File: config.mk
export PLATFORM = sky130hd
export DESIGN_NAME = osat_state_mem
export DESIGN_NICKNAME = d
export VERILOG_FILES = /design/src/rtl/osat_pkg.sv /design/src/rtl/osat_state_mem.sv
export SDC_FILE = /design/constraint.sdc
export NUM_CORES = 1
export LEC_CHECK = 0
export ABC_AREA = 1
export BUFFER_PORTS_ARGS = -buffer_cell sky130_fd_sc_hd__buf_2
export CORE_ASPECT_RATIO = 0.5
export CORE_MARGIN = 1
export CORE_UTILIZATION = 50
export DETAILED_ROUTE_END_ITERATION = 8
export PLACE_DENSITY = 0.68
export RECOVER_POWER = 25
export SYNTH_ARGS = -nofsm -noshare
export SYNTH_HDL_FRONTEND = slang
export SYNTH_SLANG_ARGS = --single-unit
File: constraint.sdc
create_clock -name clk -period 9.1 [get_ports clk]
set_clock_uncertainty 0.1 [all_clocks]
set_input_delay 1.82 -clock clk [delete_from_list [all_inputs] [get_ports clk]]
set_output_delay 1.82 -clock clk [all_outputs]
set_load 0.02 [all_outputs]
File: src/rtl/osat_pkg.sv
`default_nettype none
package osat_pkg;

  localparam int unsigned SAMPLE_W = 24;
  localparam int unsigned EMPH_W   = 30;
  localparam int unsigned NUM_W    = 47;
  localparam int unsigned DEN_W    = 25;
  localparam int unsigned QUO_W    = 24;
  localparam int unsigned ATAN_W   = 27;
  localparam int unsigned CARG_W   = 33;

  localparam logic [23:0] ONE_Q23 = 24'd8388608;
  localparam logic [22:0] LN2_Q23 = 23'd5814541;
  localparam logic [15:0] K_06    = 16'd39322;
  localparam logic [16:0] K_08    = 17'd52429;
  localparam logic [15:0] K_015   = 16'd9830;
  localparam logic [15:0] K_075   = 16'd49152;
  localparam logic [15:0] K_04    = 16'd26214;
  localparam logic [15:0] K_035   = 16'd22938;
  localparam logic [15:0] K_02    = 16'd13107;
  localparam logic [16:0] UNIT    = 17'd65536;

  localparam logic [2:0] REG_DRIVE = 3'd0;
  localparam logic [2:0] REG_COLOR = 3'd1;
  localparam logic [2:0] REG_BIAS  = 3'd2;
  localparam logic [2:0] REG_DYN   = 3'd3;
  localparam logic [2:0] REG_SLEW  = 3'd4;
  localparam logic [2:0] REG_MIX   = 3'd5;
  localparam logic [2:0] REG_TRIM  = 3'd6;
  localparam logic [2:0] REG_OVS4  = 3'd7;

  typedef struct packed {
    logic signed [29:0] last_emph;
    logic signed [23:0] hyst;
    logic signed [23:0] slew;
  } osat_entry_t;

  typedef enum logic [5:0] {
    S_IDLE, S_PRE, S_BIAS, S_DYNK, S_ASYM, S_MB, S_EMPH1, S_EMPH2,
    S_UP, S_DYN, S_B, S_TNS, S_TNW, S_TNR, S_HM, S_HDS, S_HDW, S_TES, S_TEW,
    S_AM, S_ATS, S_ATW, S_CA, S_C1, S_C2, S_H1, S_H2, S_SCS, S_SCW,
    S_S1, S_S2, S_SL, S_FIN, S_BL, S_TR, S_OUT
  } osat_state_t;

  function automatic logic [22:0] atan_tab(input logic [4:0] i);
    case (i)
      5'd0:  return 23'd6588397;
      5'd1:  return 23'd3889358;
      5'd2:  return 23'd2055030;
      5'd3:  return 23'd1043165;
      5'd4:  return 23'd523607;
      5'd5:  return 23'd262059;
      5'd6:  return 23'd131061;
      5'd7:  return 23'd65535;
      5'd8:  return 23'd32768;
      5'd9:  return 23'd16384;
      5'd10: return 23'd8192;
      5'd11: return 23'd4096;
      5'd12: return 23'd2048;
      5'd13: return 23'd1024;
      5'd14: return 23'd512;
      5'd15: return 23'd256;
      5'd16: return 23'd128;
      5'd17: return 23'd64;
      5'd18: return 23'd32;
      5'd19: return 23'd16;
      5'd20: return 23'd8;
      5'd21: return 23'd4;
      5'd22: return 23'd2;
      5'd23: return 23'd1;
      default: return 23'd0;
    endcase
  endfunction

  // ceil(2^27 / k); exact floor quotient for dividends below 2^23
  function automatic logic [27:0] recip_k(input logic [3:0] k);
    case (k)
      4'd1:  return 28'd134217728;
      4'd2:  return 28'd67108864;
      4'd3:  return 28'd44739243;
      4'd4:  return 28'd33554432;
      4'd5:  return 28'd26843546;
      4'd6:  return 28'd22369622;
      4'd7:  return 28'd19173962;
      4'd8:  return 28'd16777216;
      4'd9:  return 28'd14913081;
      4'd10: return 28'd13421773;
      default: return 28'd0;
    endcase
  endfunction

  function automatic logic signed [29:0] sat30(input logic signed [47:0] v);
    if (v > 48'sd536870911) begin
      return 30'sh1FFFFFFF;
    end else if (v < -48'sd536870912) begin
      return 30'sh20000000;
    end
    return v[29:0];
  endfunction

  function automatic logic signed [23:0] sat24(input logic signed [47:0] v);
    if (v > 48'sd8388607) begin
      return 24'sh7FFFFF;
    end else if (v < -48'sd8388608) begin
      return 24'sh800000;
    end
    return v[23:0];
  endfunction

  function automatic logic [16:0] unit_clamp(input logic [16:0] v);
    return (v > UNIT) ? UNIT : v;
  endfunction

endpackage
`default_nettype wire

File: src/rtl/osat_state_mem.sv
`default_nettype none
module osat_state_mem
  import osat_pkg::*;
#(
  parameter int unsigned DEPTH = 8,
  parameter int unsigned AW    = 3
) (
  input  wire logic          clk,
  input  wire logic          rst_n,
  input  wire logic          rd_en,
  input  wire logic [AW-1:0] rd_addr,
  output osat_entry_t        rd_data,
  input  wire logic          wr_en,
  input  wire logic [AW-1:0] wr_addr,
  input  wire osat_entry_t   wr_data
);

  osat_entry_t mem [DEPTH];
  logic [DEPTH-1:0] valid_r;
  osat_entry_t      rd_q_r;
  logic             rd_valid_r;

  always_ff @(posedge clk) begin
    if (wr_en) begin
      mem[wr_addr] <= wr_data;
    end
    if (rd_en) begin
      rd_q_r <= mem[rd_addr];
    end
  end

  always_ff @(posedge clk) begin
    if (!rst_n) begin
      valid_r    <= '0;
      rd_valid_r <= 1'b0;
    end else begin
      if (wr_en) begin
        valid_r[wr_addr] <= 1'b1;
      end
      if (rd_en) begin
        rd_valid_r <= valid_r[rd_addr];
      end
    end
  end

  assign rd_data = rd_valid_r ? rd_q_r : '0;

endmodule
`default_nettype wire

; ---- Yosys cells after proc, flatten, opt, wreduce, memory -nomap -nowiden
; Memories as Yosys holds them, arrays and structs flattened. A register that Yosys moved wholly into a read port is not among the register bits.
; Cells that the tools add are included.
[op_classes]
addsub = 0
multipliers = 0
div_mod_pow = 0
n_lt_le_gt_ge = 3
n_eq_ne = 0
n_shift = 0
n_mux = 7
bitwise = 1
reduce_logical = 1
[ops]
columns = op, count
row1 = two-way mux 78 bit, 1
row2 = less-than comparator 3 x 4 -> 1 bit (second input constant), 2
row3 = bitwise OR 8 bit, 1
row4 = two-way mux 1 bit, 4
row5 = binary-select mux 1 bit (select 3 bit), 1
row6 = demux 1 bit (select 3 bit), 1
row7 = greater-or-equal comparator 3 x 1 -> 1 bit (second input constant), 1
row8 = logical AND 1 bit, 1
[word_totals]
regBits = 9
latch_bits = 0
mem_bits_rw = 624
romBits = 0
input_bits = 88
memories = 1
[mem_list]
columns = name, words, word_bits, read_ports, rd_ports_with_merged_regs, wr, line_no
row1 = mem, 8, 78, 1, 1, 1, osat_state_mem.sv:18  ; osat_entry_t mem [DEPTH];

; ---- Logic depth before layout (Yosys ltp)
; Gate-level depths: netlist (run 1).
[depth]
ltp_word = 5
depth_mapped = 8
depth_no_buf = 6

; ---- Worst setup path after synthesis (run 1)
; No wires, ideal clock.
[synth_timing]
path_kind = input -> register
startpoint = input port wr_addr[1]
endpoint = memory mem[3][0] (netlist name) (enable)
arrival_time_ns = 5.280
required_time_ns = 8.482
path_slack_ns = 3.202
stages = 4
n_path_buf = 0
path_cell_list = inv_1 > nor2_1 > inv_1 > nor2_1
[synth_lines]
columns = item, line_no
row1 = "start, declared", osat_state_mem.sv:14  ; input wire logic [AW-1:0] wr_addr,
row2 = "end, declared", osat_state_mem.sv:18
; No word-level cell before the write port.

==> results of run 1 <==
## metal layers
| metal | track usage, % | vias up |
|---|---|---|
| met5 | 0 | - |
| met4 | 5.93 | 0 |
| li1 | - | 7692 |
| met1 | 28.9 | 8191 |
| met3 | 3.06 | 75 |
| met2 | 36.5 | 481 |
## through the flow
| step | power [uW] | cell area, um2 | instances |
|---|---|---|---|
| detailed placement | 4240 | 28700 | 2849 |
| floorplan | 4090 | 27400 | 2076 |
| finish | 6670 | 30500 | 2963 |
| global route | 6880 | 30500 | 2961 |
| global placement | 4230 | 28700 | 2849 |
| CTS | 6710 | 30600 | 2958 |
## final timing paths
path / start / endpoint / slack (ns) / cells past startpoint
setup reg to reg: rd_valid_r$_SDFFE_PN0P_ / rd_valid_r$_SDFFE_PN0P_ / 7.22 / 3
hold / removal: valid_r[2]$_SDFFE_PN0P_ / valid_r[2]$_SDFFE_PN0P_ / 0.37 / 2
setup / recovery: rd_valid_r$_SDFFE_PN0P_ / rd_data[25] / 4.65 / 4
hold reg to reg: valid_r[2]$_SDFFE_PN0P_ / valid_r[2]$_SDFFE_PN0P_ / 0.37 / 2
## kinds of logic after synthesis
family                 share of synthesized area, %
flip-flops                                     77.5
AND/OR/NAND/NOR                                9.18
AO/OA/AOI/OAI                                  9.29
buffers and inverters                          4.01
## area by class of cell
type,count,share of cell area (%)
diodes,5,0.0410
multi-input cells,1139,16.8
repair buffers,189,3.15
well taps,713,2.92
inverters,97,1.23
flip-flops and latches,711,69.7
clock buffers,80,5.24
clock inverters,29,0.923
## registers in the layout, indices dropped and copies added, names as in the netlist
name / flops
rd_q_r: 78
mem: 624
valid_r: 8
rd_valid_r: 1
## report_power, final
part / switching, uW / internal [uW]
clock network: 1110 / 1400
logic: 297 / 107
registers: 31.0 / 3730
total: 1430 / 5240
## Yosys cell counts, types with 5 or more instances
master    count
o21ai_0     222
edfxtp_1    702
nand2_1     323
buf_2        41
dfxtp_1       9
nand3_1       6
buf_1         5
o21ai_1      91
buf_4        18
clkbuf_1     45
inv_1        94
nor2_1      340
buf_6        15
o22ai_1     156
## worst max-delay path, cell delays in order (launching register included)
cell     delay, ns
dfxtp_4       0.52
buf_4         0.82
nand2_1       0.26
inv_1         0.11
buf_2         0.16
==> flow_metrics.tcl, run 1 <==
set metrics [dict create \
    status "completed" \
    grt_pass1_vias 15900 \
    cp-start-kind "register" \
    num_vias 16400 \
    wl_um 60400 \
    async_reset_ff_share_pct 0 \
    synth.top_cell.area_share_pct 76.9 \
    drt_iter0_drc 1447 \
    grt_pass1_wl_um 91500 \
    finalSetupViolCount 0 \
    relSlewSlack_pct 24.3 \
    core_area_mm2 0.0540 \
    ys.warnings.count 0 \
    postRouteAntennaNets 0 \
    syn-cell-area_mm2 0.0274 \
    cts_sinks 711 \
    wl_met3_um 3540 \
    yosysTopAreaCell "edfxtp_1" \
    root_buffer "clkbuf_16" \
    ys_seq_elements 711 \
    ir_worst_vdd_mv 0.137 \
    synthFlopType "edfxtp_1" \
    synth_edf_count 702 \
    syn_nets 2164 \
    dr.pass1.iters 5 \
    vias_per_cell 5.55 \
    cp_data_required_time_ns 7.18 \
    clk_latency_ns 0.60 \
    post-cts-setup-buffers 0 \
    placementRows 60 \
    routedWlPerCell_um 20.4 \
    crit_path_end_kind "output port" \
    hp-class "reg2reg" \
    cts_buffers 61 \
    dieArea_mm2 0.0559 \
    gp_congestion 0.750 \
    rsz0062_at_grt "false" \
    tightest_slew_ns 1.14 \
    timing.final.crit_share_pct 48.9 \
    drv_slew 0 \
    num_io_pins 166 \
    area_growth_pct 11.2 \
    drc_errors 0 \
    layout_commonest_cell "edfxtp_1" \
    fmax_mhz 225 \
    finalHoldViolCount 0 \
    cts_tree "built" \
    hold_slack_ns 0.370 \
    path_clk_slew_ns 0.06 \
    track_usage_pct 21.4 \
    synthCells 2076 \
    ff_latch_area_mm2 0.0213 \
    post-route-util_pct 56.5 \
    top_layer "met4" \
    critPathMaxFanout 60 \
    postCtsHoldBufs 0 \
    final.setup.worst_slack_ns 4.65 \
    most-common-layout-cells "702 x edfxtp_1, 332 x nor2_1, 323 x nand2_1, 222 x o21ai_0, 156 x o22ai_1" \
    die-height_um 168 \
    fill_cells 4198 \
    antenna_found_initial 3 \
    wl_met2_um 30400 \
    start_util_pct 50.8 \
    path_class "reg2out" \
    yosysSeqAreaShare_pct 77.5 \
    synth_cell_type_count 19 \
    clock_path_buffers 3 \
    hpwl_um 27700 \
    drive_gt1_share_pct 9.89 \
    finalNetCount 2287 \
    p_per_area_mw_per_mm2 219 \
    syn_avg_cell_area_um2 13.2 \
    fin_crit_ns 4.45 \
    die_w_um 333 \
    grt_start_max_net_pins 125 \
    grt-ovfl-total 0 \
    h-tree-depth 2 \
    power.leakage_uw 0.0109 \
    dp_slack_ns 4.37 \
    multiInputGateArea_mm2 0.00513 \
    fin_tns_setup_ns 0 \
    ys_top_cells_by_area "edfxtp_1 77%, nor2_1 4.7%, nand2_1 4.4%, o21ai_0 4.1%, o22ai_1 3.6%" \
    wl_met1_um 25400 \
    ctsResizeCount 0 \
    arrival_ns 2.53 \
    io_buffers 165 \
    maxCapViolations 0 \
]
(Power assumes the default switching activity.)
==> run 2: changes to the inputs <==
ABC_AREA = 0   (was 1)
clock period = 4.3 ns   (was 9.1 ns; I/O delays follow)
==> flow_metrics.tcl, run 2 <==
set metrics [dict create \
    root_buffer "clkbuf_16" \
    wl_um 51000 \
    finalNetCount 1387 \
    relSlewSlack_pct 31.7 \
    maxCapViolations 0 \
    layout_commonest_cell "edfxtp_1" \
    post-cts-setup-buffers 0 \
    crit_path_start "rd_valid_r$_SDFFE_PN0P_" \
    synth_compound_area_share_pct 0.263 \
    die_w_um 328 \
    grt-ovfl-total 0 \
    yosysTopAreaCell "edfxtp_1" \
    synth_edf_count 702 \
    ys.warnings.count 0 \
    cp_slowest_cell "dfxtp_4" \
    violations "DRC" \
    crit_path_end_kind "output port" \
    synthFlopType "edfxtp_1" \
    cts_tree "built" \
    status "complete, but fails checks" \
    num_vias 11600 \
    synth_top_cells_by_count "702 x edfxtp_1, 157 x mux4_2, 78 x and2_1, 78 x mux2_2, 28 x clkbuf_1" \
    syn_avg_cell_area_um2 24.1 \
    drive_gt1_share_pct 34.4 \
    syn_nets 1192 \
    critPathMaxFanout 79 \
    num_io_pins 166 \
    fmax_mhz 322 \
    start_util_pct 51.0 \
    synth.most_common_cell "edfxtp_1" \
    clk_latency_ns 0.59 \
    grt_pass1_vias 12300 \
    internal_power_uw 11200 \
    hp-class "reg2reg" \
    path_clk_slew_ns 0.06 \
    async_reset_ff_share_pct 0 \
    track_usage_pct 19.0 \
    synth_top_family_by_area "multiplexers" \
    r2r-start "rd_valid_r$_SDFFE_PN0P_" \
    routedWlPerCell_um 24.9 \
    ys_top_cells_by_area "edfxtp_1 79%, mux4_2 13%, mux2_2 3.3%, and2_1 1.8%, dfxtp_1 0.68%" \
    dieArea_mm2 0.0543 \
    area_growth_pct 14.0 \
    reg.largest.list "mem (624), rd_q_r (78), valid_r (8)" \
    worst_path_largest_cell_delay_ns 1.04 \
    top_register "mem" \
    clockPowerShare_pct 38.1 \
    clock_path_buffers 3 \
    yosys.area_share.simple_pct 2.05 \
    h-tree-depth 2 \
    fin_tns_setup_ns 0 \
    p_per_area_mw_per_mm2 463 \
    grt_pass1_wl_um 75600 \
    postCtsHoldBufs 0 \
    largest_reg_flops 624 \
    io_buffers 165 \
    ir_worst_vdd_mv 0.335 \
    most-common-layout-cells "702 x edfxtp_1, 157 x mux4_2, 106 x buf_2, 78 x mux2_2, 78 x and2_1" \
    fill_cells 3721 \
    syn-cell-area_mm2 0.0266 \
    tightest_slew_ns 1.02 \
    combPwrFrac_pct 5.2 \
    synth_fa_ha_area_share_pct 0 \
    synth.top_cell.area_share_pct 79.1 \
    min_from "valid_r[1]$_SDFFE_PN0P_" \
    finalSetupViolCount 0 \
    postRouteAntennaNets 0 \
    drc_errors 12 \
    finalHoldViolCount 0 \
    gp_congestion 0.685 \
    worstPathCellList "and2_1 > buf_2" \
    placementRows 59 \
    p_seq_share_pct 56.7 \
    muxShareOfSynthArea_pct 16.7 \
    post-route-util_pct 58.1 \
    timing.final.crit_share_pct 72.3 \
    synthCells 1104 \
    cp-start-kind "register" \
    yosysSeqAreaShare_pct 79.8 \
    cp_data_required_time_ns 3.34 \
    dr.pass1.iters 7 \
    ctsResizeCount 0 \
    synth_cell_type_count 19 \
    path_class "reg2out" \
    antenna_found_initial 2 \
    vias_per_cell 5.65 \
    hpwl_um 25500 \
    cts_sinks 711 \
    die-height_um 165 \
    core_area_mm2 0.0523 \
    synth_xor_area_share_pct 0 \
    fin_crit_ns 3.11 \
    ys_seq_elements 711 \
    cts_buffers 60 \
    grt_start_max_net_pins 80 \
    drt_iter0_drc 960 \
    drv_slew 0 \
    rsz0062_at_grt "false" \
    p_sw_share_pct 20.0 \
    switchingPower_uw 2820 \
    arrival_ns 2.15 \
    power.leakage_uw 0.00985 \
]
[run 2: cell count changes after synthesis, sizes merged, moves of 6 or more]
cell    previous run  this run
and2               0        78
nand3              6         0
o21a               0         8
clkbuf            49        28
nand2            323         2
buf               80        25
mux4               0       157
inv               97         0
mux2               0        78
o21ai            313         1
nor2             340         6
o22ai            156         0
[run 2: final cells by class]
| type | instances | area [um2] | share of cell area [%] |
|---|---|---|---|
| Tap cell | 701 | 877 | 2.89 |
| Sequential cell | 711 | 21300 | 70.0 |
| Timing Repair Buffer | 186 | 1160 | 3.82 |
| Multi-Input combinational cell | 340 | 5140 | 16.9 |
| Clock buffer | 70 | 1560 | 5.14 |
| Clock inverter | 40 | 365 | 1.20 |
| Antenna cell | 2 | 5.00 | 0.0165 |
[run 2: cells by family (layout without fill, tap and decap cells)]
group | after synthesis | count (layout)
DFF | 711 | 711
muxes | 239 | 239
and+or+nand+nor | 91 | 91
buffers and inverters | 53 | 296
AOI/OAI and AO/OA | 10 | 10
other | 0 | 2
[run 2: metal layers]
layer	GRT usage, %	part of all wire [%]	vias to the layer above
met5	0	0	-
met4	4.00	1.4	0
met3	3.30	4.8	65
met2	34.0	53	224
met1	24.5	41	6287
li1	-	-	5010
[run 2: stage by stage]
stage / std cells / total power, uW / hold WS (ns) / setup slack [ns] / instance area [um2]
after global placement: 1938 / 8840 / 0.345 / 1.31 / 28500
after CTS: 2048 / 14200 / 0.370 / 1.12 / 30400
after detailed placement: 1938 / 8880 / 0.354 / 1.27 / 28500
final: 2050 / 14100 / 0.366 / 1.19 / 30400
after global routing: 2049 / 14500 / 0.392 / 1.10 / 30400
after floorplan: 1104 / 8570 / 0.340 / -0.675 / 26700
[run 2: critical path: cells and delay by family (launching register included)]
family	cells	cell delay, ns
flops	1	1.04
simple gates	1	0.31
buf+inv	1	0.19
[run 2: power groups by stage]
stage	clock network, uW	logic (uW)	registers, uW
after floorplan	0	477	8100
after global placement	0	727	8110
after detailed placement	0	752	8130
after CTS	5440	755	7980
after global routing	5700	789	8000
final	5350	731	7980
[run 2: path summary, 6_finish.rpt]
kind / end / slack, ns / depth (start not counted)
setup / recovery: rd_data[22] / 1.19 / 2
hold / removal: valid_r[1]$_SDFFE_PN0P_ / 0.37 / 1
setup reg to reg: rd_valid_r$_SDFFE_PN0P_ / 2.73 / 2
hold reg to reg: valid_r[1]$_SDFFE_PN0P_ / 0.37 / 1
