===== src/rtl/osat_pkg.sv =====
`default_nettype none
package osat_pkg;

  localparam int unsigned SAMPLE_W = 24;
  localparam int unsigned EMPH_W   = 30;
  localparam int unsigned NUM_W    = 47;
  localparam int unsigned DEN_W    = 25;
  localparam int unsigned QUO_W    = 24;
  localparam int unsigned ATAN_W   = 27;
  localparam int unsigned CARG_W   = 33;

  localparam logic [23:0] ONE_Q23 = 24'd8388608;
  localparam logic [22:0] LN2_Q23 = 23'd5814541;
  localparam logic [15:0] K_06    = 16'd39322;
  localparam logic [16:0] K_08    = 17'd52429;
  localparam logic [15:0] K_015   = 16'd9830;
  localparam logic [15:0] K_075   = 16'd49152;
  localparam logic [15:0] K_04    = 16'd26214;
  localparam logic [15:0] K_035   = 16'd22938;
  localparam logic [15:0] K_02    = 16'd13107;
  localparam logic [16:0] UNIT    = 17'd65536;

  localparam logic [2:0] REG_DRIVE = 3'd0;
  localparam logic [2:0] REG_COLOR = 3'd1;
  localparam logic [2:0] REG_BIAS  = 3'd2;
  localparam logic [2:0] REG_DYN   = 3'd3;
  localparam logic [2:0] REG_SLEW  = 3'd4;
  localparam logic [2:0] REG_MIX   = 3'd5;
  localparam logic [2:0] REG_TRIM  = 3'd6;
  localparam logic [2:0] REG_OVS4  = 3'd7;

  typedef struct packed {
    logic signed [29:0] last_emph;
    logic signed [23:0] hyst;
    logic signed [23:0] slew;
  } osat_entry_t;

  typedef enum logic [5:0] {
    S_IDLE, S_PRE, S_BIAS, S_DYNK, S_ASYM, S_MB, S_EMPH1, S_EMPH2,
    S_UP, S_DYN, S_B, S_TNS, S_TNW, S_TNR, S_HM, S_HDS, S_HDW, S_TES, S_TEW,
    S_AM, S_ATS, S_ATW, S_CA, S_C1, S_C2, S_H1, S_H2, S_SCS, S_SCW,
    S_S1, S_S2, S_SL, S_FIN, S_BL, S_TR, S_OUT
  } osat_state_t;

  function automatic logic [22:0] atan_tab(input logic [4:0] i);
    case (i)
      5'd0:  return 23'd6588397;
      5'd1:  return 23'd3889358;
      5'd2:  return 23'd2055030;
      5'd3:  return 23'd1043165;
      5'd4:  return 23'd523607;
      5'd5:  return 23'd262059;
      5'd6:  return 23'd131061;
      5'd7:  return 23'd65535;
      5'd8:  return 23'd32768;
      5'd9:  return 23'd16384;
      5'd10: return 23'd8192;
      5'd11: return 23'd4096;
      5'd12: return 23'd2048;
      5'd13: return 23'd1024;
      5'd14: return 23'd512;
      5'd15: return 23'd256;
      5'd16: return 23'd128;
      5'd17: return 23'd64;
      5'd18: return 23'd32;
      5'd19: return 23'd16;
      5'd20: return 23'd8;
      5'd21: return 23'd4;
      5'd22: return 23'd2;
      5'd23: return 23'd1;
      default: return 23'd0;
    endcase
  endfunction

  // ceil(2^27 / k); exact floor quotient for dividends below 2^23
  function automatic logic [27:0] recip_k(input logic [3:0] k);
    case (k)
      4'd1:  return 28'd134217728;
      4'd2:  return 28'd67108864;
      4'd3:  return 28'd44739243;
      4'd4:  return 28'd33554432;
      4'd5:  return 28'd26843546;
      4'd6:  return 28'd22369622;
      4'd7:  return 28'd19173962;
      4'd8:  return 28'd16777216;
      4'd9:  return 28'd14913081;
      4'd10: return 28'd13421773;
      default: return 28'd0;
    endcase
  endfunction

  function automatic logic signed [29:0] sat30(input logic signed [47:0] v);
    if (v > 48'sd536870911) begin
      return 30'sh1FFFFFFF;
    end else if (v < -48'sd536870912) begin
      return 30'sh20000000;
    end
    return v[29:0];
  endfunction

  function automatic logic signed [23:0] sat24(input logic signed [47:0] v);
    if (v > 48'sd8388607) begin
      return 24'sh7FFFFF;
    end else if (v < -48'sd8388608) begin
      return 24'sh800000;
    end
    return v[23:0];
  endfunction

  function automatic logic [16:0] unit_clamp(input logic [16:0] v);
    return (v > UNIT) ? UNIT : v;
  endfunction

endpackage
`default_nettype wire


===== src/rtl/osat_div.sv =====
`default_nettype none
module osat_div
  import osat_pkg::*;
(
  input  wire logic             clk,
  input  wire logic             rst_n,
  input  wire logic             start,
  input  wire logic [NUM_W-1:0] num,
  input  wire logic [DEN_W-1:0] den,
  output logic                  busy,
  output logic                  done,
  output logic [QUO_W-1:0]      quot
);

  logic             run_r;
  logic             done_r;
  logic [4:0]       cnt_r;
  logic [DEN_W-1:0] rem_r;
  logic [DEN_W-1:0] den_r;
  logic [QUO_W-1:0] lo_r;
  logic [QUO_W-1:0] q_r;
  logic [DEN_W:0]   trial;
  logic             fits;

  assign trial = {rem_r, lo_r[QUO_W-1]};
  assign fits  = trial >= {1'b0, den_r};

  always_ff @(posedge clk) begin
    if (!rst_n) begin
      run_r  <= 1'b0;
      done_r <= 1'b0;
      cnt_r  <= '0;
    end else begin
      done_r <= run_r && (cnt_r == 5'd1);
      if (start) begin
        run_r <= 1'b1;
        cnt_r <= 5'(QUO_W);
      end else if (run_r) begin
        cnt_r <= cnt_r - 5'd1;
        if (cnt_r == 5'd1) begin
          run_r <= 1'b0;
        end
      end
    end
  end

  always_ff @(posedge clk) begin
    if (start) begin
      rem_r <= DEN_W'(num[NUM_W-1:QUO_W]);
      lo_r  <= num[QUO_W-1:0];
      den_r <= den;
      q_r   <= '0;
    end else if (run_r) begin
      rem_r <= fits ? DEN_W'(trial - {1'b0, den_r}) : trial[DEN_W-1:0];
      lo_r  <= {lo_r[QUO_W-2:0], 1'b0};
      q_r   <= {q_r[QUO_W-2:0], fits};
    end
  end

  assign busy = run_r;
  assign done = done_r;
  assign quot = q_r;

endmodule
`default_nettype wire


===== config.mk =====
export PLATFORM = sky130hd
export DESIGN_NAME = osat_div
export DESIGN_NICKNAME = d
export VERILOG_FILES = /design/src/rtl/osat_pkg.sv /design/src/rtl/osat_div.sv
export SDC_FILE = /design/constraint.sdc
export NUM_CORES = 1
export LEC_CHECK = 0
export ABC_AREA = 1
export ABC_CLOCK_PERIOD_IN_PS = 4510
export BUFFER_PORTS_ARGS = -buffer_cell sky130_fd_sc_hd__buf_4
export CAP_MARGIN = 5
export CORE_MARGIN = 2
export CORE_UTILIZATION = 61
export CTS_CLUSTER_DIAMETER = 120
export DETAILED_ROUTE_END_ITERATION = 6
export GPL_TIMING_DRIVEN = 0
export PLACE_DENSITY = 0.84
export SLEW_MARGIN = 20
export SYNTH_ARGS = -nofsm -noshare
export SYNTH_HDL_FRONTEND = slang
export SYNTH_SLANG_ARGS = --single-unit

===== constraint.sdc =====
create_clock -name clk -period 4.51 [get_ports clk]
set_clock_uncertainty 0.15 [all_clocks]
set_input_delay 0.902 -clock clk [delete_from_list [all_inputs] [get_ports clk]]
set_output_delay 0.902 -clock clk [all_outputs]
set_load 0.1 [all_outputs]

# Word level (Yosys, flattened, before mapping)
# Index checks and enable logic that the tools add are counted.
word_totals:
  ff_bits: 105
  input_bits: 75
  output_inout_bits: 26
  elab_cells: 27
op_classes:
  add_sub_neg: 2
  n_lt_le_gt_ge: 1
  eq_ne: 1
  n_mux: 10
  n_bitwise: 1
  reduce_logical: 3
ops:
  columns: ["operator", "count"]
  rows:
  - ["24-bit two-way mux", 2]
  - ["23-bit two-way mux", 2]
  - ["26-bit by 25-bit >= comparator with 1-bit output", 1]
  - ["25-bit two-way mux", 1]
  - ["25-bit subtractor", 1]
  - ["5-bit two-way mux", 2]
  - ["5-bit by 1-bit equality test with 1-bit output, second input constant", 1]
  - ["5-bit by 1-bit subtractor with 5-bit output, second input constant", 1]
  - ["1-bit two-way mux", 3]
  - ["2-bit nonzero test", 1]
  - ["2-bit OR reduction", 1]
  - ["1-bit logical AND", 1]
  - ["1-bit NOT", 1]

# Depth between registers and ports, before layout
# Gate-level depths: netlist of the first run.
logic_depth:
  word_depth: 4
  ltp_mapped: 17
  mapped_depth_nobuf: 16

# Least setup slack after synthesis of the first run
# OpenSTA, ideal clock, no wires.
synth_path:
  path_type: "register to register"
  start: "register run_r, in the netlist busy"
  end: "register lo_r[0] (enable)"
  setup_time_ns: 0.430
  arrival_time_ns: 2.989
  slack_ns: 0.941
  stages_incl_launch_ff: 5
  n_path_buf: 2
  synth_period_minus_slack_ns: 3.569
  path_cell_list: "dfxtp_1 > clkbuf_1 > nor2_1 > inv_1 > buf_1"
synth_between:
  elab_chain_len: 1
synth_lines:
  columns: ["item", "line", "source"]
  rows:
  - ["from (decl)", "osat_div.sv:15", "logic run_r;"]
  - ["from (signal assigned)", "osat_div.sv:30", "run_r <= 1'b0;"]
  - ["from (signal assigned)", "osat_div.sv:36", "run_r <= 1'b1;"]
  - ["from (signal assigned)", "osat_div.sv:41", "run_r <= 1'b0;"]
  - ["2-bit nonzero test (no source line)", null, null]
  - ["to (signal assigned)", "osat_div.sv:50", "lo_r <= num[QUO_W-1:0];"]
  - ["to (signal assigned)", "osat_div.sv:55", "lo_r <= {lo_r[QUO_W-2:0], 1'b0};"]
  - ["to (decl)", "osat_div.sv:20", "logic [QUO_W-1:0] lo_r;"]
# Every way passes these cells.
# A chain may end at the register's enable or synchronous reset.

# Worst setup path in the final report of the first run
layout_path:
  start: "input start"
  end: "register rem_r[18] (enable)"
layout_between:
  elab_chain_len: 1
layout_lines:
  columns: ["item", "line", "source"]
  rows:
  - ["from (decl)", "osat_div.sv:7", "input wire logic start,"]
  - ["2-bit nonzero test (no source line)", null, null]
  - ["to (signal assigned)", "osat_div.sv:49", "rem_r <= DEN_W'(num[NUM_W-1:QUO_W]);"]
  - ["to (signal assigned)", "osat_div.sv:54", "rem_r <= fits ? DEN_W'(trial - {1'b0, den_r}) : trial[DEN_W-1:0];"]
  - ["to (decl)", "osat_div.sv:18", "logic [DEN_W-1:0] rem_r;"]
# Every way passes these cells.

==> out/qor.yml, run 1 <==
clockPowerShare_pct: 20.8
syn_area_per_cell_um2: 7.88
synth_top_family_by_area: "simple AND/OR/NAND/NOR gates"
final_area_um2: 7080
status: "completed"
globalRouteTotalUtil_pct: 30.7
hpwlAfterDp_um: 12000
fillers: 718
cp_data_required_time_ns: 4.45
grt.overflow.total: 0
vias_per_cell: 5.32
p_seq_share_pct: 41.5
setup_viol: 0
grt_max_degree: 36
slew_headroom_pct: 60.7
power_density_nw_per_um2: 406
synth_xor_area_share_pct: 1.92
clockBufferDepth: 2
max_freq_mhz: 359
wl_um: 15300
start_util_pct: 61.9
r2r_end: "rem_r[21]"
antenna_cells: 0
netlist_instances: 754
ant_nets: 0
worstSkewPairLatency_ns: 0.39
yosys.area_share.simple_pct: 26.1
report.final.slew_viol_count: 0
synth-adder-area-share_pct: 6.02
drtIter0Drc: 284
reg2reg_slack_ns: 1.76
cts_buffers: 9
syn-num-nets: 857
antenna_found_initial: 0
htree_levels: 3
maxCapViolCount: 0
cts_setup_buffers: 0
synthMuxAreaShare_pct: 0
critical_path.endpoint: "rem_r[18]"
crit_start: "start"
gp_congestion: 0.935
dpl_cell_area_um2: 6880
areaGrowthSynthToFinish_pct: 19.2
yosysSeqAreaShare_pct: 47.5
mostFrequentLayoutCell: "nand2_1"
tightest_slew_ns: 0.589
finalCriticalPeriod_ns: 2.79
p_leak_uw: 0.00343
vias: 5343
hold_viol_final: 0
p_switching_uw: 1080
holdBufCountCts: 0
firstDrtPassIters: 7
ctsRootBufferMaster: "clkbuf_8"
worstPathMaxFanout: 35
die_x_um: 103
synth_warnings: 0
fin_nets: 969
hold_depth: 2
grt_first_pass_wirelength_um: 24500
cts_tree: "built"
synth_area_um2: 5940
critical_path_class: "input pin to flip-flop"
r2r-start: "rem_r[12]"
cts_resized: 0
p_int_uw: 1790
clk_pin_slew_worst_paths_ns: 0.11
portBuffers: 100
synth-compound-area-share_pct: 8.53
p_comb_share_pct: 37.6
fp-row-count: 36
rsz0062_at_grt: "false"
fin_crit_sh_pct: 61.8
hp-class: "flip-flop to flip-flop"
end_kind: "flip-flop"
wl_per_cell_um: 15.2
critPathLaunchType: "input pin"
drc: 0
die_y_um: 103
arrival_ns: 2.72
postLayoutCoreUtil_pct: 73.8
drive_gt1_share_pct: 15.7
first_global_vias: 5218
design.portCount: 101
die_area_um2: 10500
ys_seq_elements: 105
switching_share_pct: 37.6
ir_drop_v: 0.000353
rr_worst_depth: 11
layout_common_cells: "nand2_1 (250), inv_1 (127), buf_4 (102)"
core_area_um2: 9590
synth.distinct_cells: 37
clock-sinks: 105
==> cell type report <==
cell class	count	area, µm²	share of cell area (%)
Multi-Input combinational cell	500	2530	35.7
Clock buffer	9	124	1.75
Buffer	21	110	1.56
Sequential cell	105	2820	39.9
Timing Repair Buffer	101	771	10.9
Tap cell	133	166	2.35
Clock inverter	7	76.3	1.08
Inverter	128	480	6.79
==> layer usage <==
metal / share of wire, % / vias to the layer above / GRT usage, %
met5: 0 / - / 0
met1: 42 / 2488 / 38.2
met2: 51 / 189 / 53.8
met4: 1.6 / 0 / 9.33
li1: - / 2643 / -
met3: 5.7 / 23 / 6.24
==> kinds of logic (layout without fill, tap and decap cells) <==
kind of cell / count (synthesis) / after routing
AND/OR/NAND/NOR: 370 / 370
buffers and inverters: 149 / 266
flip-flops: 105 / 105
AO/OA/AOI/OAI: 89 / 89
adder cells (fa/ha/maj): 28 / 28
XOR/XNOR: 13 / 13
==> Yosys cell counts, drive strengths merged <==
library cell / count / area share [%]
nand3: 41 / 3.5
o22ai: 22 / 2.3
edfxtp: 72 / 36
o21ai: 28 / 2.4
a21oi: 26 / 2.3
nor2: 44 / 3.0
dfxtp: 33 / 11
a31oi: 2 / 0.21
and3: 1 / 0.11
clkbuf: 14 / 0.88
xor2: 3 / 0.44
xnor2: 10 / 1.5
nand4: 9 / 0.95
ha: 27 / 5.7
o211ai: 6 / 0.76
buf: 7 / 0.95
or2: 11 / 1.2
o21bai: 2 / 0.25
nor3b: 1 / 0.21
o21a: 1 / 0.13
and2: 3 / 0.32
nor3: 3 / 0.25
fa: 1 / 0.34
a211oi: 1 / 0.13
nand3b: 2 / 0.25
o31ai: 1 / 0.13
inv: 128 / 8.1
nand2: 255 / 16
==> power by group through the flow <==
| stage | logic (µW) | clock network, µW | registers, µW |
|---|---|---|---|
| CTS | 1080 | 603 | 1190 |
| floorplan | 759 | 0 | 1220 |
| finish | 1080 | 599 | 1190 |
| detailed placement | 1070 | 0 | 1210 |
| global placement | 1050 | 0 | 1210 |
| global route | 1220 | 638 | 1200 |
==> how the worst min path moves through the flow <==
stage / start / endpoint / slack [ns]
6_report: quot[23] / quot[23] / 0.32
3_3_place_gp: quot[23] / quot[23] / 0.30
5_1_grt: cnt_r[4] / cnt_r[4] / 0.35
2_1_floorplan: cnt_r[4] / cnt_r[4] / 0.30
3_5_place_dp: quot[23] / quot[23] / 0.30
4_1_cts: quot[23] / quot[23] / 0.33
==> flip-flops by register name, indices dropped and copies added, names as in the netlist <==
register  cells
den_r        25
rem_r        25
busy          1
lo_r         24
done          1
cnt_r         5
quot         24
==> worst max-delay path, cell delays in order <==
cell and delay, ns:
buf_4 0.34, clkbuf_1 0.32, nor2_1 0.14, inv_1 0.19, buf_2 0.50, buf_12 0.29
==> per-stage QoR <==
stage | power [µW] | setup slack [ns] | hold slack (ns) | cells | setup TNS (ns)
floorplan | 1980 | 0.941 | 0.297 | 754 | 0
global placement | 2260 | -0.105 | 0.298 | 987 | -5.07
detailed placement | 2290 | 1.31 | 0.300 | 988 | 0
CTS | 2870 | 1.71 | 0.326 | 1004 | 0
global route | 3060 | 1.56 | 0.350 | 1004 | 0
finish | 2880 | 1.72 | 0.323 | 1004 | 0
Power figures use the tool's default switching activity.
==> run 2: changes to the inputs <==
--- a/config.mk
+++ b/config.mk
@@ -6,15 +6,15 @@
 export NUM_CORES = 1
 export LEC_CHECK = 0
 export ABC_AREA = 1
-export ABC_CLOCK_PERIOD_IN_PS = 4510
+export ABC_CLOCK_PERIOD_IN_PS = 2800
 export BUFFER_PORTS_ARGS = -buffer_cell sky130_fd_sc_hd__buf_4
 export CAP_MARGIN = 5
 export CORE_MARGIN = 2
-export CORE_UTILIZATION = 61
+export CORE_UTILIZATION = 57
 export CTS_CLUSTER_DIAMETER = 120
 export DETAILED_ROUTE_END_ITERATION = 6
 export GPL_TIMING_DRIVEN = 0
-export PLACE_DENSITY = 0.84
+export PLACE_DENSITY = 0.79
 export SLEW_MARGIN = 20
 export SYNTH_ARGS = -nofsm -noshare
 export SYNTH_HDL_FRONTEND = slang
==> constraint.sdc (replaced) <==
create_clock -name clk -period 2.8 [get_ports clk]
set_clock_uncertainty 0.15 [all_clocks]
set_input_delay 0.56 -clock clk [delete_from_list [all_inputs] [get_ports clk]]
set_output_delay 0.56 -clock clk [all_outputs]
set_load 0.1 [all_outputs]
==> run 2 against run 1 <==
- wire length down 2.0%
- sequential power up 62%
- power up 64%
- design area up 0.76%
- utilization down 4.1 points
- count of clock-buffer cells in the layout up 2
- critical path type is now flip-flop to flip-flop
- highest routed layer unchanged
==> out/qor.yml, run 2 (same netlist as run 1, synthesis figures left out) <==
vias: 5210  # -2.5%
holdBufCountCts: 0  # unchanged
clk_pin_slew_worst_paths_ns: 0.12  # about the same
critPathMaxStageDelay_ns: 0.44  # -0.06 ns
crit_slowest_cell: "edfxtp_1"
fp-row-count: 37  # +2.8%
first_global_vias: 5100  # -2.3%
arrival_ns: 2.64  # -0.08 ns
drc: 0  # unchanged
slew_headroom_pct: 52.4  # -8.3 points
core_area_um2: 10200  # +6.6%
ant_nets: 0  # unchanged
layout_common_cells: "nand2_1 (250), inv_1 (127), buf_4 (103)"
worstSkewPairLatency_ns: 0.40  # about the same
place_inst: 990  # +0.20%
grtUsageMet2_pct: 46.9  # -6.9 points
grt.busiest_layer: "met2"
die_x_um: 106  # +3.3%
drtIter0Drc: 250  # -12%
design.portCount: 101  # unchanged
start_util_pct: 58.1  # -3.9 points
drive_gt1_share_pct: 17.0  # +1.3 points
clock-sinks: 105  # unchanged
maxCapViolCount: 0  # unchanged
cts_tree: "built"
die_y_um: 106  # +3.3%
fin_crit_sh_pct: 94.1
portBuffers: 100  # unchanged
grt.met3_usage_pct: 7.66  # +1.4 points
grt_first_pass_wirelength_um: 24000  # -2.0%
hp-class: "input pin to flip-flop"
path_common_cell: "nand2_1"
wl_per_cell_um: 14.9  # -2.2%
firstDrtPassIters: 4  # -3
grt.overflow.total: 0  # unchanged
cp_data_required_time_ns: 2.80  # -1.65 ns
crit_path_cell_trace: "ha_1, nand2_1, inv_1, a21oi_1, nand3_1, nand3_2, nand2_4, buf_4, o211ai_1, nand2_1"
power_density_nw_per_um2: 661  # +63%
vias_per_cell: 5.17  # -2.8%
die_area_um2: 11300  # +6.7%
path_delay_family: "simple AND/OR/NAND/NOR gates"
wl_um: 15000  # -2.0%
gp_congestion: 1.04  # +11%
critPathLaunchType: "flip-flop"
tightest_slew_ns: 0.713  # +0.124 ns
grt_max_degree: 57  # +58%
status: "completed"
areaGrowthSynthToFinish_pct: 20.1
ir_drop_v: 0.000588  # +67%
rsz0062_at_grt: "false"
htree_levels: 3  # unchanged
r2r-start: "rem_r[8]"
hp-start: "den[16]"
cts_setup_buffers: 0  # unchanged
reg_top3: "den_r: 25 flops, rem_r: 25 flops"
ctsRootBufferMaster: "clkbuf_8"
report.final.slew_viol_count: 0  # unchanged
dpl_cell_area_um2: 6870  # -0.20%
fin_cells: 1007  # +0.30%
critical_path_class: "flip-flop to flip-flop"
clockBufferDepth: 2  # unchanged
hpwlAfterDp_um: 11400  # -4.9%
grt_use_met1_pct: 33.8  # -4.4 points
finalCriticalPeriod_ns: 2.63
finalPower_uw: 4720  # +64%
antenna_found_initial: 0  # unchanged
worstPathMaxFanout: 10  # -71%
hold_viol_final: 0  # unchanged
globalRouteTotalUtil_pct: 27.5  # -3.1 points
mostFrequentLayoutCell: "nand2_1"
end_kind: "flip-flop"
crit_start: "rem_r[8]"
setup_viol: 0  # unchanged
fin_nets: 968  # -0.10%
max_freq_mhz: 380
cp_num_buf_inv: 2  # -3
p_leak_uw: 0.00343  # -0.25%
cts_buffers: 9  # unchanged
final_area_um2: 7130  # +0.76%
[run 2: cell types whose count changed in the layout (fill, tap and decap cells not counted), sizes merged]
cell,before,now
buf,108,107
bufinv,1,0
clkbuf,23,25
clkinv,3,2
diode,0,1
[run 2: final cells by class]
| cell class | count | area, µm² |
|---|---|---|
| fill | 877 | 3100 |
| sequential | 105 | 2820 |
| multi-input combinational | 500 | 2580 |
| timing repair buffer | 100 | 751 |
| inverter | 128 | 480 |
| tap | 136 | 170 |
| clock buffer | 11 | 163 |
| buffer | 21 | 113 |
| clock inverter | 5 | 51.3 |
| antenna | 1 | 2.50 |
[run 2: repair_timing]
action	CTS	global route
setup endpoints to repair	0	22
endpoints found under the hold margin	0	0
gates resized for setup	0	13
[run 2: metrics by stage]
stage                     TNS, ns  setup WS, ns  util (%)  hold WS, ns
after detailed placement        0        0.0255      67.1        0.313
after global routing            0        0.0212      69.7        0.163
final                           0         0.165      69.7        0.177
after floorplan                 0        0.0756         -        0.297
after CTS                       0         0.107      69.2        0.170
after global placement     -16.62        -0.316      67.1        0.296
[run 2: worst register-to-register path, cell delays in order (launching register included)]
cell	delay [ns]
edfxtp_1	0.44
ha_1	0.37
nand2_1	0.16
inv_1	0.05
a21oi_1	0.23
nand3_1	0.22
nand3_2	0.16
nand2_4	0.09
buf_4	0.20
o211ai_1	0.24
nand2_1	0.09
[run 2: per-layer routing]
layer / part of all wire (%) / up-vias
met1: 42 / 2392
met2: 49 / 159
met5: 0 / -
met3: 6.8 / 17
li1: - / 2642
met4: 1.6 / 0
[run 2: final timing paths]
| kind | to | slack (ns) | cells past startpoint |
|---|---|---|---|
| max reg2reg | rem_r[9] | 0.17 | 10 |
| max | rem_r[9] | 0.17 | 10 |
| min | den_r[16] | 0.18 | 1 |
| min reg2reg | quot[23] | 0.33 | 2 |
[run 2: power breakdown]
| part | leakage (µW) | total [µW] | switching (µW) | internal, µW |
|---|---|---|---|---|
| logic | 0.00232 | 1780 | 1110 | 664 |
| clock network | 0.000110 | 1020 | 594 | 422 |
| registers | 0.000993 | 1930 | 74.3 | 1850 |
==> run 3: changes to the inputs <==
--- a/config.mk
+++ b/config.mk
@@ -6,15 +6,17 @@
 export NUM_CORES = 1
 export LEC_CHECK = 0
 export ABC_AREA = 1
-export ABC_CLOCK_PERIOD_IN_PS = 2800
+export ABC_CLOCK_PERIOD_IN_PS = 3400
 export BUFFER_PORTS_ARGS = -buffer_cell sky130_fd_sc_hd__buf_4
 export CAP_MARGIN = 5
+export CELL_PAD_IN_SITES_DETAIL_PLACEMENT = 2
+export CELL_PAD_IN_SITES_GLOBAL_PLACEMENT = 2
 export CORE_MARGIN = 2
-export CORE_UTILIZATION = 57
+export CORE_UTILIZATION = 35
 export CTS_CLUSTER_DIAMETER = 120
 export DETAILED_ROUTE_END_ITERATION = 6
 export GPL_TIMING_DRIVEN = 0
-export PLACE_DENSITY = 0.79
+export PLACE_DENSITY = 0.83
 export SLEW_MARGIN = 20
 export SYNTH_ARGS = -nofsm -noshare
 export SYNTH_HDL_FRONTEND = slang
==> constraint.sdc (replaced) <==
create_clock -name clk -period 3.4 [get_ports clk]
set_clock_uncertainty 0.15 [all_clocks]
set_input_delay 0.68 -clock clk [delete_from_list [all_inputs] [get_ports clk]]
set_output_delay 0.68 -clock clk [all_outputs]
set_load 0.1 [all_outputs]
==> run 3 against run 2 <==
- count of clock-buffer cells in the layout is 1 lower
- wire length grew 27%
- sequential share of layout area shrank 0.77 points
- sequential cell count stayed put
- largest power group unchanged
- highest routed layer unchanged
==> out/qor.yml, run 3 (same netlist as run 1, synthesis figures left out) <==
portBuffers: 100  # unchanged
critical_path_class: "flip-flop to flip-flop"
power_density_nw_per_um2: 574  # -13%
cts_buffers: 9  # unchanged
report.final.slew_viol_count: 0  # unchanged
max_freq_mhz: 371  # -2.4%
fin_ws_ns: 0.702  # +0.536 ns
firstDrtPassIters: 4  # unchanged
hp-class: "flip-flop to flip-flop"
drive_gt1_share_pct: 15.6  # -1.4 points
fp-row-count: 47  # +27%
gp_congestion: 0.852  # -18%
die_y_um: 134  # +27%
hpwlAfterDp_um: 14800  # +29%
vias: 5393  # +3.5%
maxCapViolCount: 0  # unchanged
hold_depth: 2  # +1
antenna_found_initial: 0  # unchanged
areaGrowthSynthToFinish_pct: 22.5
start_util_pct: 35.8  # -22 points
critPathLaunchType: "flip-flop"
rsz0062_at_grt: "false"
globalRouteTotalUtil_pct: 22.1  # -5.4 points
grt_first_pass_wirelength_um: 31400  # +31%
fin_crit_sh_pct: 79.4  # -15 points
finalCriticalPeriod_ns: 2.70  # +0.0635 ns
ant_nets: 0  # unchanged
holdBufCountCts: 0  # unchanged
mostFrequentLayoutCell: "nand2_1"
cts_resized: 0  # unchanged
fin_nets: 968  # unchanged
die_x_um: 134  # +27%
arrival_ns: 2.66  # +0.02 ns
clockBufferDepth: 2  # unchanged
cts_tree: "built"
drc: 0  # unchanged
p_leak_uw: 0.00347  # +1.2%
core_area_um2: 16600  # +62%
cts_setup_buffers: 0  # unchanged
first_global_vias: 6142  # +20%
reg_top3: "den_r: 25 flops, rem_r: 25 flops"
slew_headroom_pct: 49.6  # -2.9 points
ctsRootBufferMaster: "clkbuf_16"
cp_data_required_time_ns: 3.36  # +0.56 ns
grt.overflow.total: 0  # unchanged
setup_tns_ns: 0  # unchanged
clock-sinks: 105  # unchanged
hold_viol_final: 0  # unchanged
worstSkewPairLatency_ns: 0.37  # -0.03 ns
layout_common_cells: "nand2_1 (250), inv_1 (127), buf_4 (103)"
drtIter0Drc: 151  # -40%
die_area_um2: 18000  # +60%
wl_per_cell_um: 17.5  # +18%
pre_cts_ws_ns: 0.322  # +0.296 ns
vias_per_cell: 4.95  # -4.4%
tightest_slew_ns: 0.756  # +0.0430 ns
end_kind: "flip-flop"
antenna_cells: 0  # -1
clk_pin_slew_worst_paths_ns: 0.08  # -0.04 ns
ir_drop_v: 0.000253  # -57%
design.portCount: 101  # unchanged
rr_worst_depth: 11  # +1
htree_levels: 3  # unchanged
finalPower_uw: 4170  # -11%
status: "completed"
setup_viol: 0  # unchanged
grt_max_degree: 57  # unchanged
worstPathMaxFanout: 10  # unchanged
wl_um: 19000  # +27%
==> run 3: cell count changes in the layout (fill, tap and decap cells not counted), moves of 4 or more <==
cell / change
nor2_1: +4
ha_2: -5
ha_1: +6
clkbuf_16: +8
clkbuf_8: -9
nor2_2: -4
==> run 3: routing by layer <==
layer  wire, µm  vias to the layer above  GRT usage [%]
li1           -                     2634              -
met1       7780                     2640           24.6
met2      10000                       93           41.3
met3        790                       26           4.80
met4        442                        0           7.95
met5          0                        -              0
==> run 3: metrics by stage <==
stage               area, µm²  util [%]  cells  hold slack (ns)
finish                   7270      43.9   1090            0.332
global route             7270      43.9   1090            0.324
CTS                      7270      43.9   1090            0.320
detailed placement       6970      42.0   1074            0.328
global placement         6970      42.1   1074            0.296
floorplan                5950         -    754            0.297
==> run 3: area by class of cell <==
cell class | instances | area, µm²
tap | 220 | 275
multi-input combinational | 500 | 2530
timing repair buffer | 100 | 751
fill | 1916 | 9310
inverter | 128 | 480
sequential | 105 | 2820
buffer | 21 | 113
clock inverter | 6 | 65.1
clock buffer | 10 | 239
==> run 3: critical path, stage by stage (launching register included) <==
cell and delay (ns):
edfxtp_1 0.40, ha_1 0.38, nand2_1 0.13, nor2_1 0.21, nand3_1 0.10, nand3_1 0.18
nand3_1 0.18, nand2_4 0.15, buf_4 0.22, nand3_1 0.13, nand3_1 0.11, nand2_1 0.09
==> run 3: final timing paths <==
kind	start	endpoint	slack [ns]
worst max-delay path	rem_r[8]	rem_r[21]	0.70
worst min-delay path	quot[23]	quot[23]	0.33
worst max register to register	rem_r[8]	rem_r[21]	0.70
worst min register to register	quot[23]	quot[23]	0.33
==> run 3: where the power goes <==
group	leakage, µW	internal, µW	total (µW)	switching, µW
Sequential	0.000993	1530	1590	61.7
Clock	0.000151	546	1110	564
Combinational	0.00232	534	1480	944
